==> src/hdl/led_fx_pkg.sv <==
// Shared types and constants for the LED effect generator.
package led_fx_pkg;

  localparam int unsigned TIME_W  = 32;
  localparam int unsigned LEVEL_W = 8;
  localparam int unsigned PULSE_W = 10;
  localparam int unsigned CFG_IDX_W = 3;
  localparam int unsigned CFG_DATA_W = 32;

  typedef enum logic [1:0] {
    MODE_FIXED = 2'd0,
    MODE_PULSE = 2'd1,
    MODE_WHEEL = 2'd2
  } mode_t;

  typedef enum logic [CFG_IDX_W-1:0] {
    CFG_EFFECT_MODE = 3'd0,
    CFG_RED_LEVEL   = 3'd1,
    CFG_GREEN_LEVEL = 3'd2,
    CFG_BLUE_LEVEL  = 3'd3,
    CFG_SHOW_ENABLE = 3'd4,
    CFG_INTERVAL_MS = 3'd5,
    CFG_BRIGHTNESS  = 3'd6
  } cfg_idx_t;

  localparam logic signed [PULSE_W-1:0] PULSE_STEP      = 10'sd8;
  localparam logic signed [PULSE_W-1:0] PULSE_LOW_MARK  = 10'sd32;
  localparam logic signed [PULSE_W-1:0] PULSE_HIGH_MARK = 10'sd8;
  localparam logic signed [PULSE_W-1:0] PULSE_CLIP_MAX  = 10'sd255;

  localparam logic [LEVEL_W-1:0] WHEEL_THIRD      = 8'h55;
  localparam logic [LEVEL_W-1:0] WHEEL_TWO_THIRDS = 8'hAA;
  localparam logic [LEVEL_W-1:0] LEVEL_MAX        = 8'hFF;

  localparam logic [LEVEL_W-1:0] RESET_BRIGHTNESS = 8'hFF;

  // Saturate a signed pulse level to 0..255
  function automatic logic [LEVEL_W-1:0] clip_level(input logic signed [PULSE_W-1:0] v);
    logic [LEVEL_W-1:0] res;
    if (v < 0) begin
      res = '0;
    end else if (v > PULSE_CLIP_MAX) begin
      res = LEVEL_MAX;
    end else begin
      res = v[LEVEL_W-1:0];
    end
    return res;
  endfunction

  // Three times a wheel offset; offsets never exceed 85 so the result fits 8 bits
  function automatic logic [LEVEL_W-1:0] times3(input logic [LEVEL_W-1:0] q);
    logic [LEVEL_W:0] prod;
    prod = {q, 1'b0} + {1'b0, q};
    return prod[LEVEL_W-1:0];
  endfunction

endpackage

==> src/hdl/led_effect_generator.sv <==
// Top level of the single-LED effect generator (fixed, pulse, color wheel).
//
// Usage:
//   Input channel (in_valid/in_stall): one transaction per tick, carrying
//   in_func (0 tick, 1 apply settings then tick) and in_now_ms.
//   Result channel (out_valid/out_stall): at most one frame per input
//   transaction; ticks inside the update interval or with nothing pending
//   produce no frame.
//   Config channel (cfg_valid/cfg_ready): cfg_ready is always high; write
//   only while no transaction is in flight.
// Path: a frame reaches out_valid through the input register, then the
//   result register (one input register, one result register).
// Throughput: one transaction per cycle while out_stall holds no frame; the
//   whole update is one pass of logic from the input to the result register.
// Stall: while the result register holds a stalled frame, a transaction
//   waiting in the input register holds and in_stall is raised; a frame
//   leaving the result register frees both stages in the same cycle.
// Reset: synchronous, active low; registers return to their defaults
//   (show on, brightness 255, a change and pulse reload pending).
module led_effect_generator
  import led_fx_pkg::*;
(
  input  logic                  clk,
  input  logic                  rst_n,

  input  logic                  in_valid,
  output logic                  in_stall,
  input  logic                  in_func,
  input  logic [TIME_W-1:0]     in_now_ms,

  output logic                  out_valid,
  input  logic                  out_stall,
  output logic [LEVEL_W-1:0]    out_red_out,
  output logic [LEVEL_W-1:0]    out_green_out,
  output logic [LEVEL_W-1:0]    out_blue_out,
  output logic [LEVEL_W-1:0]    out_brightness_out,
  output logic                  out_blank_frame,

  input  logic                  cfg_valid,
  output logic                  cfg_ready,
  input  logic [CFG_IDX_W-1:0]  cfg_index,
  input  logic [CFG_DATA_W-1:0] cfg_data
);

  // configuration registers
  logic [1:0]          effect_mode_r;
  logic [LEVEL_W-1:0]  red_level_r, green_level_r, blue_level_r;
  logic                show_enable_r;
  logic [TIME_W-1:0]   interval_ms_r;
  logic [LEVEL_W-1:0]  brightness_r;

  // input register
  logic                in_valid_r;
  logic                func_r;
  logic [TIME_W-1:0]   now_r;

  // effect state
  logic                      pulse_dir_r, pulse_dir_nxt;
  logic [LEVEL_W-1:0]        wheel_pos_r, wheel_pos_nxt;
  logic [TIME_W-1:0]         last_update_r, last_update_nxt;
  logic signed [PULSE_W-1:0] pulse_red_r, pulse_green_r, pulse_blue_r;
  logic signed [PULSE_W-1:0] pulse_red_nxt, pulse_green_nxt, pulse_blue_nxt;
  logic                      pending_r, pending_nxt;
  logic                      reload_r, reload_nxt;
  logic [1:0]                amode_r, amode_nxt;
  logic [3*LEVEL_W-1:0]      acolor_r, acolor_nxt;
  logic                      ashow_r, ashow_nxt;

  // result register
  logic                out_valid_r, out_valid_nxt;
  logic [LEVEL_W-1:0]  red_r, green_r, blue_r, bright_r;
  logic                blank_r;

  logic                adv;
  logic                emit;
  logic [LEVEL_W-1:0]  fr_red, fr_green, fr_blue;
  logic                fr_blank;

  assign cfg_ready = 1'b1;
  assign adv       = in_valid_r && (!out_valid_r || !out_stall);
  assign in_stall  = !rst_n || (in_valid_r && !adv);

  always_ff @(posedge clk) begin
    if (!rst_n) begin
      effect_mode_r <= MODE_FIXED;
      red_level_r   <= '0;
      green_level_r <= '0;
      blue_level_r  <= '0;
      show_enable_r <= 1'b1;
      interval_ms_r <= '0;
      brightness_r  <= RESET_BRIGHTNESS;
    end else if (cfg_valid && cfg_ready) begin
      case (cfg_index)
        CFG_EFFECT_MODE: effect_mode_r <= cfg_data[1:0];
        CFG_RED_LEVEL:   red_level_r   <= cfg_data[LEVEL_W-1:0];
        CFG_GREEN_LEVEL: green_level_r <= cfg_data[LEVEL_W-1:0];
        CFG_BLUE_LEVEL:  blue_level_r  <= cfg_data[LEVEL_W-1:0];
        CFG_SHOW_ENABLE: show_enable_r <= cfg_data[0];
        CFG_INTERVAL_MS: interval_ms_r <= cfg_data[TIME_W-1:0];
        CFG_BRIGHTNESS:  brightness_r  <= cfg_data[LEVEL_W-1:0];
        default: ;
      endcase
    end
  end

  // input stage
  always_ff @(posedge clk) begin
    if (!rst_n) begin
      in_valid_r <= 1'b0;
    end else if (!in_stall) begin
      in_valid_r <= in_valid;
    end
  end

  always_ff @(posedge clk) begin
    if (in_valid && !in_stall) begin
      func_r <= in_func;
      now_r  <= in_now_ms;
    end
  end

  // update pass
  always_comb begin
    logic                      raise;
    logic [3*LEVEL_W-1:0]      col;
    logic                      tick_ok;
    logic signed [PULSE_W-1:0] br, bg, bb;
    logic signed [PULSE_W-1:0] pr, pg, pb;
    logic [LEVEL_W-1:0]        p, q;
    logic [TIME_W-1:0]         elapsed;

    pulse_dir_nxt   = pulse_dir_r;
    wheel_pos_nxt   = wheel_pos_r;
    last_update_nxt = last_update_r;
    pulse_red_nxt   = pulse_red_r;
    pulse_green_nxt = pulse_green_r;
    pulse_blue_nxt  = pulse_blue_r;
    pending_nxt     = pending_r;
    reload_nxt      = reload_r;
    amode_nxt       = amode_r;
    acolor_nxt      = acolor_r;
    ashow_nxt       = ashow_r;
    emit     = 1'b0;
    fr_red   = '0;
    fr_green = '0;
    fr_blue  = '0;
    fr_blank = 1'b0;
    br = '0; bg = '0; bb = '0;
    pr = '0; pg = '0; pb = '0;
    p = '0; q = '0;

    col     = {red_level_r, green_level_r, blue_level_r};
    elapsed = now_r - last_update_r;
    raise   = 1'b0;

    if (func_r) begin
      raise = (effect_mode_r != amode_r) || (show_enable_r != ashow_r) ||
              ((effect_mode_r != MODE_WHEEL) && (col != acolor_r));
      if (effect_mode_r != MODE_WHEEL) begin
        acolor_nxt = col;
      end
      amode_nxt = effect_mode_r;
      ashow_nxt = show_enable_r;
      if (raise) begin
        pending_nxt = 1'b1;
        reload_nxt  = 1'b1;
      end
    end

    // show going off: one black frame in place of the tick
    if (func_r && ashow_r && !show_enable_r) begin
      emit     = 1'b1;
      fr_blank = 1'b1;
      tick_ok  = 1'b0;
    end else begin
      tick_ok = ashow_nxt && (elapsed >= interval_ms_r);
    end

    if (tick_ok) begin
      last_update_nxt = now_r;
      if (amode_nxt == MODE_PULSE) begin
        if (reload_nxt) begin
          br = signed'({2'b00, acolor_nxt[3*LEVEL_W-1:2*LEVEL_W]});
          bg = signed'({2'b00, acolor_nxt[2*LEVEL_W-1:LEVEL_W]});
          bb = signed'({2'b00, acolor_nxt[LEVEL_W-1:0]});
        end else begin
          br = pulse_red_r;
          bg = pulse_green_r;
          bb = pulse_blue_r;
        end
        if (!pulse_dir_r) begin
          pr = br - PULSE_STEP;
          pg = bg - PULSE_STEP;
          pb = bb - PULSE_STEP;
          if (pr <= PULSE_LOW_MARK && pg <= PULSE_LOW_MARK && pb <= PULSE_LOW_MARK) begin
            pulse_dir_nxt = 1'b1;
          end
        end else begin
          pr = br + PULSE_STEP;
          pg = bg + PULSE_STEP;
          pb = bb + PULSE_STEP;
          if (pr >= PULSE_HIGH_MARK && pg >= PULSE_HIGH_MARK && pb >= PULSE_HIGH_MARK) begin
            pulse_dir_nxt = 1'b0;
          end
        end
        pulse_red_nxt   = pr;
        pulse_green_nxt = pg;
        pulse_blue_nxt  = pb;
        fr_red   = clip_level(pr);
        fr_green = clip_level(pg);
        fr_blue  = clip_level(pb);
        emit     = 1'b1;
      end else if (amode_nxt == MODE_WHEEL) begin
        p = LEVEL_MAX - wheel_pos_r;
        if (p < WHEEL_THIRD) begin
          q        = p;
          fr_red   = times3(q);
          fr_green = LEVEL_MAX - times3(q);
          fr_blue  = '0;
        end else if (p < WHEEL_TWO_THIRDS) begin
          q        = p - WHEEL_THIRD;
          fr_red   = LEVEL_MAX - times3(q);
          fr_green = '0;
          fr_blue  = times3(q);
        end else begin
          q        = p - WHEEL_TWO_THIRDS;
          fr_red   = '0;
          fr_green = times3(q);
          fr_blue  = LEVEL_MAX - times3(q);
        end
        wheel_pos_nxt = wheel_pos_r + 1'b1;
        emit          = 1'b1;
      end else begin
        // fixed color, also taken for the unused mode code
        fr_red   = acolor_nxt[3*LEVEL_W-1:2*LEVEL_W];
        fr_green = acolor_nxt[2*LEVEL_W-1:LEVEL_W];
        fr_blue  = acolor_nxt[LEVEL_W-1:0];
        emit     = pending_nxt;
      end
      if (emit) begin
        pending_nxt = 1'b0;
        reload_nxt  = 1'b0;
      end
    end
  end

  always_comb begin
    if (adv) begin
      out_valid_nxt = emit;
    end else if (out_valid_r && !out_stall) begin
      out_valid_nxt = 1'b0;
    end else begin
      out_valid_nxt = out_valid_r;
    end
  end

  always_ff @(posedge clk) begin
    if (!rst_n) begin
      pulse_dir_r   <= 1'b0;
      wheel_pos_r   <= '0;
      last_update_r <= '0;
      pulse_red_r   <= '0;
      pulse_green_r <= '0;
      pulse_blue_r  <= '0;
      pending_r     <= 1'b1;
      reload_r      <= 1'b1;
      amode_r       <= MODE_FIXED;
      acolor_r      <= '0;
      ashow_r       <= 1'b1;
      out_valid_r   <= 1'b0;
    end else begin
      out_valid_r <= out_valid_nxt;
      if (adv) begin
        pulse_dir_r   <= pulse_dir_nxt;
        wheel_pos_r   <= wheel_pos_nxt;
        last_update_r <= last_update_nxt;
        pulse_red_r   <= pulse_red_nxt;
        pulse_green_r <= pulse_green_nxt;
        pulse_blue_r  <= pulse_blue_nxt;
        pending_r     <= pending_nxt;
        reload_r      <= reload_nxt;
        amode_r       <= amode_nxt;
        acolor_r      <= acolor_nxt;
        ashow_r       <= ashow_nxt;
      end
    end
  end

  always_ff @(posedge clk) begin
    if (adv && emit) begin
      red_r    <= fr_red;
      green_r  <= fr_green;
      blue_r   <= fr_blue;
      bright_r <= brightness_r;
      blank_r  <= fr_blank;
    end
  end

  assign out_valid          = out_valid_r;
  assign out_red_out        = red_r;
  assign out_green_out      = green_r;
  assign out_blue_out       = blue_r;
  assign out_brightness_out = bright_r;
  assign out_blank_frame    = blank_r;

endmodule

==> config.mk <==
export PLATFORM = sky130hd
export DESIGN_NAME = led_effect_generator
export DESIGN_NICKNAME = d
export VERILOG_FILES = /design/src/hdl/led_fx_pkg.sv /design/src/hdl/led_effect_generator.sv
export SDC_FILE = /design/constraint.sdc
export NUM_CORES = 1
export LEC_CHECK = 0
export BUFFER_PORTS_ARGS = -buffer_cell sky130_fd_sc_hd__clkbuf_2
export CAP_MARGIN = 20
export CORE_MARGIN = 5
export CORE_UTILIZATION = 60
export CTS_CLUSTER_DIAMETER = 150
export DETAILED_ROUTE_END_ITERATION = 10
export PLACE_DENSITY = 0.88
export SYNTH_ARGS = -nofsm -noshare
export SYNTH_HDL_FRONTEND = slang
export SYNTH_SLANG_ARGS = --single-unit
==> constraint.sdc <==
create_clock -name clk -period 6 [get_ports clk]
set_input_delay 1.2 -clock clk [delete_from_list [all_inputs] [get_ports clk]]
set_output_delay 1.2 -clock clk [all_outputs]
set_load 0.005 [all_outputs]
# After elaboration in Yosys (flattened, before gate mapping)
# Cells that the tools add are included.
# classes
add_sub_neg	17
n_lt_le_gt_ge	15
shift	0
bitwise	1
mul	0
eq_ne	12
mux	59
reduce_logical	35
n_div	0
# op_table
cell	n
10-bit 2-to-1 mux	18
8-bit 2-to-1 mux	18
24-bit 2-to-1 mux	2
32-bit >= comparator	1
32-bit subtractor	1
8-bit subtractor, first input constant	4
10-bit by 5-bit adder with 10-bit output, second input constant	3
10-bit by 5-bit >= comparator with 1-bit output, second input constant	3
10-bit by 9-bit greater-than comparator with 1-bit output, second input constant	3
10-bit by 7-bit <= comparator with 1-bit output, second input constant	3
10-bit by 1-bit less-than comparator with 1-bit output, second input constant	3
10-bit by 5-bit subtractor with 10-bit output, second input constant	3
8-bit adder	3
24-bit != test	1
1-bit 2-to-1 mux	20
2-bit AND reduction	8
1-bit logical AND	13
3-bit equality test, second input constant	3
8-bit by 1-bit adder with 8-bit output, second input constant	1
8-bit by 7-bit less-than comparator with 1-bit output, second input constant	1
8-bit less-than comparator, second input constant	1
8-bit by 7-bit subtractor with 8-bit output, second input constant	1
8-bit subtractor, second input constant	1
3-bit by 2-bit equality test with 1-bit output, second input constant	2
14 further kinds	22
# totals
mem_count	0
inputBits	73
wordCells	166
latchBits	0
ram_bits	0
romBits	0
output_inout_bits	36
register_bits	235

# Longest topological paths before layout
# Gate-level depths: netlist of run 1.
# logic_depth
depth_word	16
ltp_mapped	27
depth_no_buf	24

# Least setup slack after synthesis of run 1
# Ideal clock, no wire load.
# synth_path
kind	reg2reg
from	reg now_r[0]
to	reg blank_r (netlist: out_blank_frame) (enable)
path_buffers	1
path_slack_ns	0.494
t_arrival_ns	5.115
period_less_slack_ns	5.506
setup_ns	0.391
stages_incl_launch_ff	24
required_ns	5.609
cell_sequence	edfxtp_1 -> inv_1 -> ha_1 -> inv_1 -> fa_1 -> nand3_1 -> a31oi_1 -> a31o_2 -> o21ai_0 -> a311oi_1 -> a41o_1 -> o41a_1 -> a41oi_1 -> nor2b_1 -> xnor2_1 -> ha_1 -> nand2_1 -> or3_1 -> o21a_1 -> nand2b_1 -> buf_4 -> nor2_1 -> o31ai_1 -> nand2_1
# synth_between
elab_chain_len	6
# synth_rtl
item	line	source
start, declared	led_effect_generator.sv:55	logic [TIME_W-1:0] now_r;
start signal, assigned	led_effect_generator.sv:118	now_r <= in_now_ms;
32-bit subtractor	led_effect_generator.sv:153	elapsed = now_r - last_update_r;
32-bit >= comparator	led_effect_generator.sv:176	tick_ok = ashow_nxt && (elapsed >= interval_ms_r);
1-bit logical AND	led_effect_generator.sv:176	
1-bit 2-to-1 mux	led_effect_generator.sv:171	if (func_r && ashow_r && !show_enable_r) begin
1-bit 2-to-1 mux	led_effect_generator.sv:179	if (tick_ok) begin
1-bit logical AND	led_effect_generator.sv:290	if (adv && emit) begin
end signal, assigned	led_effect_generator.sv:295	blank_r <= fr_blank;
end, declared	led_effect_generator.sv:72	logic blank_r;
# Every way passes these cells.
# A chain may end at the register's enable or synchronous reset.

# Worst setup path in the final report of run 1
# layout_path
from	reg now_r[0]
to	reg pulse_green_r[6]
# layout_between
elab_chain_len	5
# layout_rtl
item	line	source
32-bit subtractor	led_effect_generator.sv:153	
32-bit >= comparator	led_effect_generator.sv:176	
1-bit logical AND	led_effect_generator.sv:176	
1-bit 2-to-1 mux	led_effect_generator.sv:171	
3-bit AND reduction (no line)	-	
end signal, assigned	led_effect_generator.sv:278	pulse_green_r <= pulse_green_nxt;
end, declared	led_effect_generator.sv:61	logic signed [PULSE_W-1:0] pulse_red_r, pulse_green_r, pulse_blue_r;
# Every way passes these cells.

==> results.ini, run 1 <==
[timing]
share_of_the_cycle_needed_by_the_critical_path_after_routing = 0.9383
setup_violations = 0
slew_violations = 0
fmax_mhz = 177.6
rsz0062_at_grt = no
finalHoldViolations = 0
timing.hold.ws_ns = 0.4314
slew_headroom = 0.2691
setup-tns-final_ns = 0
worst_slew_pin_slew_ns = 1.096
fin_crit_ns = 5.630
finClkSkew_ns = 0.01692

[pwr]
finalPower_mw = 4.068
powerDensity_nw_per_um2 = 247.9
max-vdd-ir-drop_mv = 0.2304
power.leakage_nw = 6.408

[global_routing]
grt_antenna_before_repair = 0
overflow = 0
first_global_vias = 12650
globalRouteTotalUtil = 0.2680
grt_start_max_net_pins = 95
grt_pass1_wl_mm = 63.20

[placement]
place_hpwl_mm = 28.68
gp_congestion = 0.9577
buffer_ports.inserted = 107

[die]
top_level_ports = 109
floorplan.die_area_um2 = 27960
start_util = 0.6099
chipHeight_um = 167.2
row_count = 57
core-area_um2 = 24320
floorplan.die.width_um = 167.2

[synth]
synthesis.area_per_instance_um2 = 8.370
post_synth_main_area_contributors = sky130_fd_sc_hd__dfxtp_1, sky130_fd_sc_hd__edfxtp_1, sky130_fd_sc_hd__ha_1
syn-num-nets = 1952
syn-cell-area_um2 = 14830
distinct_cell_type_count_of_the_synthesized_netlist = 86
yosysTopAreaCellShare = 0.2281
yosysWarnings = 0
synth_top_area_cell = sky130_fd_sc_hd__dfxtp_1
synth-edff-count = 66
synth_sequential_area_ratio = 0.3617
synth-main-ff-cell = sky130_fd_sc_hd__dfxtp_1
asr_flop_ratio_synth = 0
synthesis.instances = 1772
yosys_register_bits = 235

[drt]
drt_drc_violations_left = 0
drt-wirelength-per-cell_um = 17.72
drt.antenna.violating_nets = 0
detail_route.first_pass.iterations = 5
initialDrtViolationCount = 1240
vias_per_cell = 5.977
dr_total_vias = 13130
wl_mm = 38.93

[clock_tree]
ctsLongestPathBuffers = 3
tritoncts_num_sinks = 235
cts_htree_levels = 1
clk_pin_slew_ns = 0.06
cts_buffers = 25
root_buffer = sky130_fd_sc_hd__clkbuf_16
clkLatencyLatePin_ns = 0.53
holdBufCountCts = 0
tritoncts = built

[finish]
antennaDiodeCount = 0
syn2layout_area_growth_pct = 10.65
finish.utilization = 0.6748
fraction_of_layout_instances_using_a_drive_strength_above_1 = 0.1185
layout_commonest_cell = sky130_fd_sc_hd__nand2_1
final_cell_mix = sky130_fd_sc_hd__nand2_1, sky130_fd_sc_hd__a21oi_1, sky130_fd_sc_hd__dfxtp_1
final_net_count = 2034

[worst_setup_path]
crit_path_cell_trace = inv_1 > ha_1 > inv_1 > fa_1 > nand3_1 > a31oi_1 > a31o_2 > o21ai_0 > a311oi_1 > a41o_1 > o41a_1 > a41oi_1 > a21oi_1 > xor2_1 > ha_1 > nand2_1 > or3_1 > o21a_1 > nand2b_1 > buf_4 > nor3_2 > buf_6 > nor2_1 > nor3_1
worst-path-stages = 24
crit_type = reg2reg
path_buf_inv = 4
timing.reg2reg.worst_path_depth = 24
cp.arrival_ns = 6.04
slowest_stage = sky130_fd_sc_hd__fa_1
critical_path_rt_ns = 6.41
timing.critical_path.max_delay_family = compound AO/OA/AOI/OAI gates
crit_path_max_incr_delay_ns = 0.41
worst_setup_path_end_kind = register
startpoint_class = register
critical_path_peak_fanout = 29

[worst_hold_path]
min_delay_path_depth = 0
min_path_type = reg2reg

[job]
cap_viol_max_count = 0

[run_status]
run_status = finished clean

[path summary, 6_finish.rpt]
path | endpoint | from | slack, ns
max reg2reg | pulse_green_r[6]$_SDFFE_PN0P_ | now_r[0]$_DFFE_PP_ | 0.37
max | pulse_green_r[6]$_SDFFE_PN0P_ | now_r[0]$_DFFE_PP_ | 0.37
min | out_brightness_out[0]$_DFFE_PP_ | brightness_r[0]$_SDFFE_PN1P_ | 0.43
min reg2reg | out_brightness_out[0]$_DFFE_PP_ | brightness_r[0]$_SDFFE_PN1P_ | 0.43
[logic make-up after synthesis]
| logic type | count (synthesis) | synth area share |
|---|---|---|
| mux | 76 | 0.05796 |
| simple gates | 615 | 0.1801 |
| fa+ha+maj | 108 | 0.09246 |
| xor+xnor | 122 | 0.07550 |
| buf+inv | 180 | 0.05087 |
| other cells | 1 | 0.0002528 |
| compound gates | 435 | 0.1811 |
| flops | 235 | 0.3617 |
[routing by layer]
layer	up-vias	wire, um	track usage
met1	6146	16720	0.3723
met4	0	1132	0.08892
met3	89	3323	0.04408
met5	-	0	0
met2	573	17750	0.4288
li1	6323	-	-
[repair_timing]
item                       CTS  global route
hold endpoints to repair     0             0
buffers inserted             0             0
gates resized for setup      0             3
setup endpoints to repair    0             2
[area by class of cell]
| class | count | area, um2 |
|---|---|---|
| clock buffer | 33 | 665.6 |
| clock inverter | 13 | 127.6 |
| fill | 1965 | 7909 |
| inverter | 108 | 407.9 |
| multi-input combinational | 1357 | 8750 |
| sequential | 235 | 5365 |
| tap | 324 | 405.4 |
| timing repair buffer | 127 | 689.4 |
[where the power goes]
part	internal [mW]	switching, mW	leakage [nW]
combinational	0.315	0.485	4.04
sequential	1.70	0.0447	1.99
clock	0.870	0.649	0.381
[Yosys cell counts, types with 11 or more instances]
library cell and instances:
sky130_fd_sc_hd__nand3_1 46, sky130_fd_sc_hd__and3_1 18, sky130_fd_sc_hd__nand2_1 328, sky130_fd_sc_hd__dfxtp_1 169
sky130_fd_sc_hd__nor3_1 28, sky130_fd_sc_hd__mux2_2 11, sky130_fd_sc_hd__inv_1 107, sky130_fd_sc_hd__a31oi_1 17
sky130_fd_sc_hd__a21o_1 23, sky130_fd_sc_hd__edfxtp_1 66, sky130_fd_sc_hd__nand2b_1 11, sky130_fd_sc_hd__mux2i_1 55
sky130_fd_sc_hd__ha_1 104, sky130_fd_sc_hd__xor2_1 30, sky130_fd_sc_hd__nor2_1 122, sky130_fd_sc_hd__a211oi_1 29
sky130_fd_sc_hd__o21ai_0 57, sky130_fd_sc_hd__nand4_1 11, sky130_fd_sc_hd__o21bai_1 15, sky130_fd_sc_hd__xnor2_1 87
sky130_fd_sc_hd__clkbuf_1 51, sky130_fd_sc_hd__a21oi_1 214
[per-stage QoR]
stage,setup WS [ns],cell area [um2],cells
floorplan,0.4945,14830,1772
global placement,0.6682,15610,2151
detailed placement,0.4471,15610,2151
CTS,0.3754,16400,2197
global route,0.03982,16410,2197
finish,0.3700,16410,2197
[registers in the layout (all words and copies together), names as in the netlist, 2 cells and up]
signal	count
acolor_r	24
effect_mode_r	2
brightness_r	8
out_red_out	8
pulse_green_r	10
green_level_r	8
blue_level_r	8
interval_ms_r	32
last_update_r	32
pulse_red_r	10
red_level_r	8
pulse_blue_r	10
wheel_pos_r	8
now_r	32
out_brightness_out	8
out_green_out	8
out_blue_out	8
amode_r	2
(Power assumes the default switching activity.)
==> run 2, diff against run 1 <==
ABC_AREA = 1   (was default)
PLACE_DENSITY = 0.89   (was 0.88)
==> run 2 against run 1 <==
Effect of this change: sequential power increased by 2%; utilization is 0.24 points higher; register-to-register slack better by 0.22 ns; combinational power is 57% higher; die area fell by 0.82%; synthesized cell count up 15%; non-clock buffer count fell by 7; flip-flop and latch count did not move.
==> results.ini, run 2 <==
[run_status]
run_status = finished clean

[clock_tree]
tritoncts_num_sinks = 235
tritoncts = built
clkLatencyLatePin_ns = 0.54
post_cts_buffers = 0
cts-resized-gates = 0
cts_htree_levels = 1
holdBufCountCts = 0
clk_pin_slew_ns = 0.06
root_buffer = sky130_fd_sc_hd__clkbuf_16
ctsLongestPathBuffers = 3
cts_buffers = 26

[global_routing]
grt_pass1_wl_mm = 64.34
globalRouteTotalUtil = 0.2746
grt_start_max_net_pins = 84
overflow = 0
grt_antenna_before_repair = 0
first_global_vias = 13540

[placement]
gp_congestion = 0.9098
place_hpwl_mm = 29.68
buffer_ports.inserted = 107

[synth]
distinct_cell_type_count_of_the_synthesized_netlist = 46
synthesis.instances = 2045
synth_top_area_cell = sky130_fd_sc_hd__dfxtp_1
synth_common_cells = sky130_fd_sc_hd__nand2_1, sky130_fd_sc_hd__inv_1, sky130_fd_sc_hd__a21oi_1, sky130_fd_sc_hd__o21ai_0, sky130_fd_sc_hd__dfxtp_1
synth-main-ff-cell = sky130_fd_sc_hd__dfxtp_1
synth_top_family_by_area = simple AND/OR/NAND/NOR gates
synthSimpleGateAreaFrac = 0.2028
synth-compound-area-share = 0.1958
asr_flop_ratio_synth = 0
yosys.cell_count.top_type = sky130_fd_sc_hd__nand2_1
synth.mux.area_fraction = 0
synth_sequential_area_ratio = 0.3649
synthesized_area_fraction_occupied_by_adder_cells = 0.09259
yosysWarnings = 0
syn-cell-area_um2 = 14700
syn-num-nets = 2225
yosysTopAreaCellShare = 0.2301
synthesis.area_per_instance_um2 = 7.190
synth-edff-count = 66
post_synth_xor_area_fraction = 0.03872
yosys_register_bits = 235
post_synth_main_area_contributors = sky130_fd_sc_hd__dfxtp_1, sky130_fd_sc_hd__edfxtp_1, sky130_fd_sc_hd__nand2_1

[worst_setup_path]
worst-path-stages = 28
crit_path_max_incr_delay_ns = 0.48
crit_type = reg2reg
r2r_start = now_r[0]$_DFFE_PP_
cp.arrival_ns = 5.64
worst_path_most_repeated_cell = sky130_fd_sc_hd__inv_1
rr_endpoint = out_green_out[7]$_SDFFCE_PP0P_
critical_path_peak_fanout = 24
worst_setup_path_end_kind = register
startpoint_class = register
endpoint = out_green_out[7]$_SDFFCE_PP0P_
path_buf_inv = 6
timing.critical_path.max_delay_family = simple AND/OR/NAND/NOR gates
timing.reg2reg.worst_path_depth = 28
slowest_stage = sky130_fd_sc_hd__nand2_1
reg2reg_setup_slack_ns = 0.59
critical_path_rt_ns = 6.23
setup.worst_path.start = now_r[0]$_DFFE_PP_

[timing]
finClkSkew_ns = 0.01695
share_of_the_cycle_needed_by_the_critical_path_after_routing = 0.9013
timing.hold.ws_ns = 0.4327
fmax_mhz = 184.9
setup_violations = 0
slew_violations = 0
setup-tns-final_ns = 0
finalHoldViolations = 0
fin_crit_ns = 5.408
worst_slew_pin_slew_ns = 1.037
slew_headroom = 0.3067
rsz0062_at_grt = no

[drt]
drt_drc_violations_left = 0
vias_per_cell = 5.694
drt.antenna.violating_nets = 0
detail_route.first_pass.iterations = 6
drt-wirelength-per-cell_um = 16.03
dr_total_vias = 14040
initialDrtViolationCount = 1045
wl_mm = 39.52

[pwr]
power.leakage_nw = 7.537
seq_power_share = 0.374
p_switching_mw = 1.538
powerDensity_nw_per_um2 = 291.1
power.share.clock = 0.363
cellInternalPower_mw = 3.242
swShare = 0.3217
finalPower_mw = 4.779
max-vdd-ir-drop_mv = 0.2760
combinationalPowerShare = 0.263

[worst_hold_path]
min_path_type = reg2reg

[die]
start_util = 0.6063
top_level_ports = 109
floorplan.die.width_um = 166.5
chipHeight_um = 166.5
core-area_um2 = 24250
row_count = 57
floorplan.die_area_um2 = 27740

[finish]
layout_commonest_cell = sky130_fd_sc_hd__nand2_1
n_fill_cell = 2013
biggestRegsByFlops = interval_ms_r: 32 flops, last_update_r: 32 flops, now_r: 32 flops
final_net_count = 2303
final_cell_mix = sky130_fd_sc_hd__nand2_1, sky130_fd_sc_hd__inv_1, sky130_fd_sc_hd__a21oi_1
finish.utilization = 0.6772
syn2layout_area_growth_pct = 11.68
fraction_of_layout_instances_using_a_drive_strength_above_1 = 0.1027
antennaDiodeCount = 0

[job]
cap_viol_max_count = 0

==> run 2: per-layer routing <==
layer | vias up | global-route usage | routed length (um)
li1 | 6893 | - | -
met1 | 6366 | 0.3351 | 15520
met2 | 626 | 0.4874 | 19150
met3 | 156 | 0.03674 | 2865
met4 | 0 | 0.1167 | 1993
met5 | - | 0 | 0
==> run 2: metrics by stage <==
step	std cells	instance area (um2)	setup WS, ns
final	2466	16420	0.5924
after global routing	2466	16420	0.1825
after CTS	2466	16420	0.6406
after detailed placement	2419	15470	0.7048
after global placement	2418	15460	0.9256
after floorplan	2045	14700	0.9840
==> run 2: cells by family after synthesis <==
logic type / count (synthesis)
xor+xnor: 65
fa+ha+maj: 107
other cells: 1
buf+inv: 400
simple gates: 695
flops: 235
compound gates: 542
==> run 2: cell type report <==
| class | instances | area, um2 | area share |
|---|---|---|---|
| clock buffer | 33 | 750.7 | 0.04572 |
| clock inverter | 14 | 200.2 | 0.01219 |
| inverter | 330 | 1239 | 0.07543 |
| multi-input combinational | 1410 | 7812 | 0.4758 |
| sequential | 235 | 5365 | 0.3267 |
| tap | 324 | 405.4 | 0.02469 |
| timing repair buffer | 120 | 648.1 | 0.03947 |
==> run 2: worst min path at each step <==
stage | end | start | cells after the start | slack (ns)
after detailed placement | out_brightness_out[0]$_DFFE_PP_ | brightness_r[0]$_SDFFE_PN1P_ | 0 | 0.42
final | out_brightness_out[0]$_DFFE_PP_ | brightness_r[0]$_SDFFE_PN1P_ | 0 | 0.43
after CTS | out_brightness_out[0]$_DFFE_PP_ | brightness_r[0]$_SDFFE_PN1P_ | 0 | 0.43
after global placement | out_brightness_out[2]$_DFFE_PP_ | brightness_r[2]$_SDFFE_PN1P_ | 0 | 0.41
after global routing | out_brightness_out[2]$_DFFE_PP_ | brightness_r[2]$_SDFFE_PN1P_ | 0 | 0.44
after floorplan | out_brightness_out[0]$_DFFE_PP_ | brightness_r[0]$_SDFFE_PN1P_ | 0 | 0.41
==> run 2: power groups by stage <==
stage	registers (mW)	clock network (mW)	logic (mW)
6_report	1.79	1.73	1.26
5_1_grt	1.80	1.82	1.41
4_1_cts	1.79	1.75	1.24
3_5_place_dp	1.82	0	1.23
3_3_place_gp	1.82	0	1.18
2_1_floorplan	1.81	0	0.891
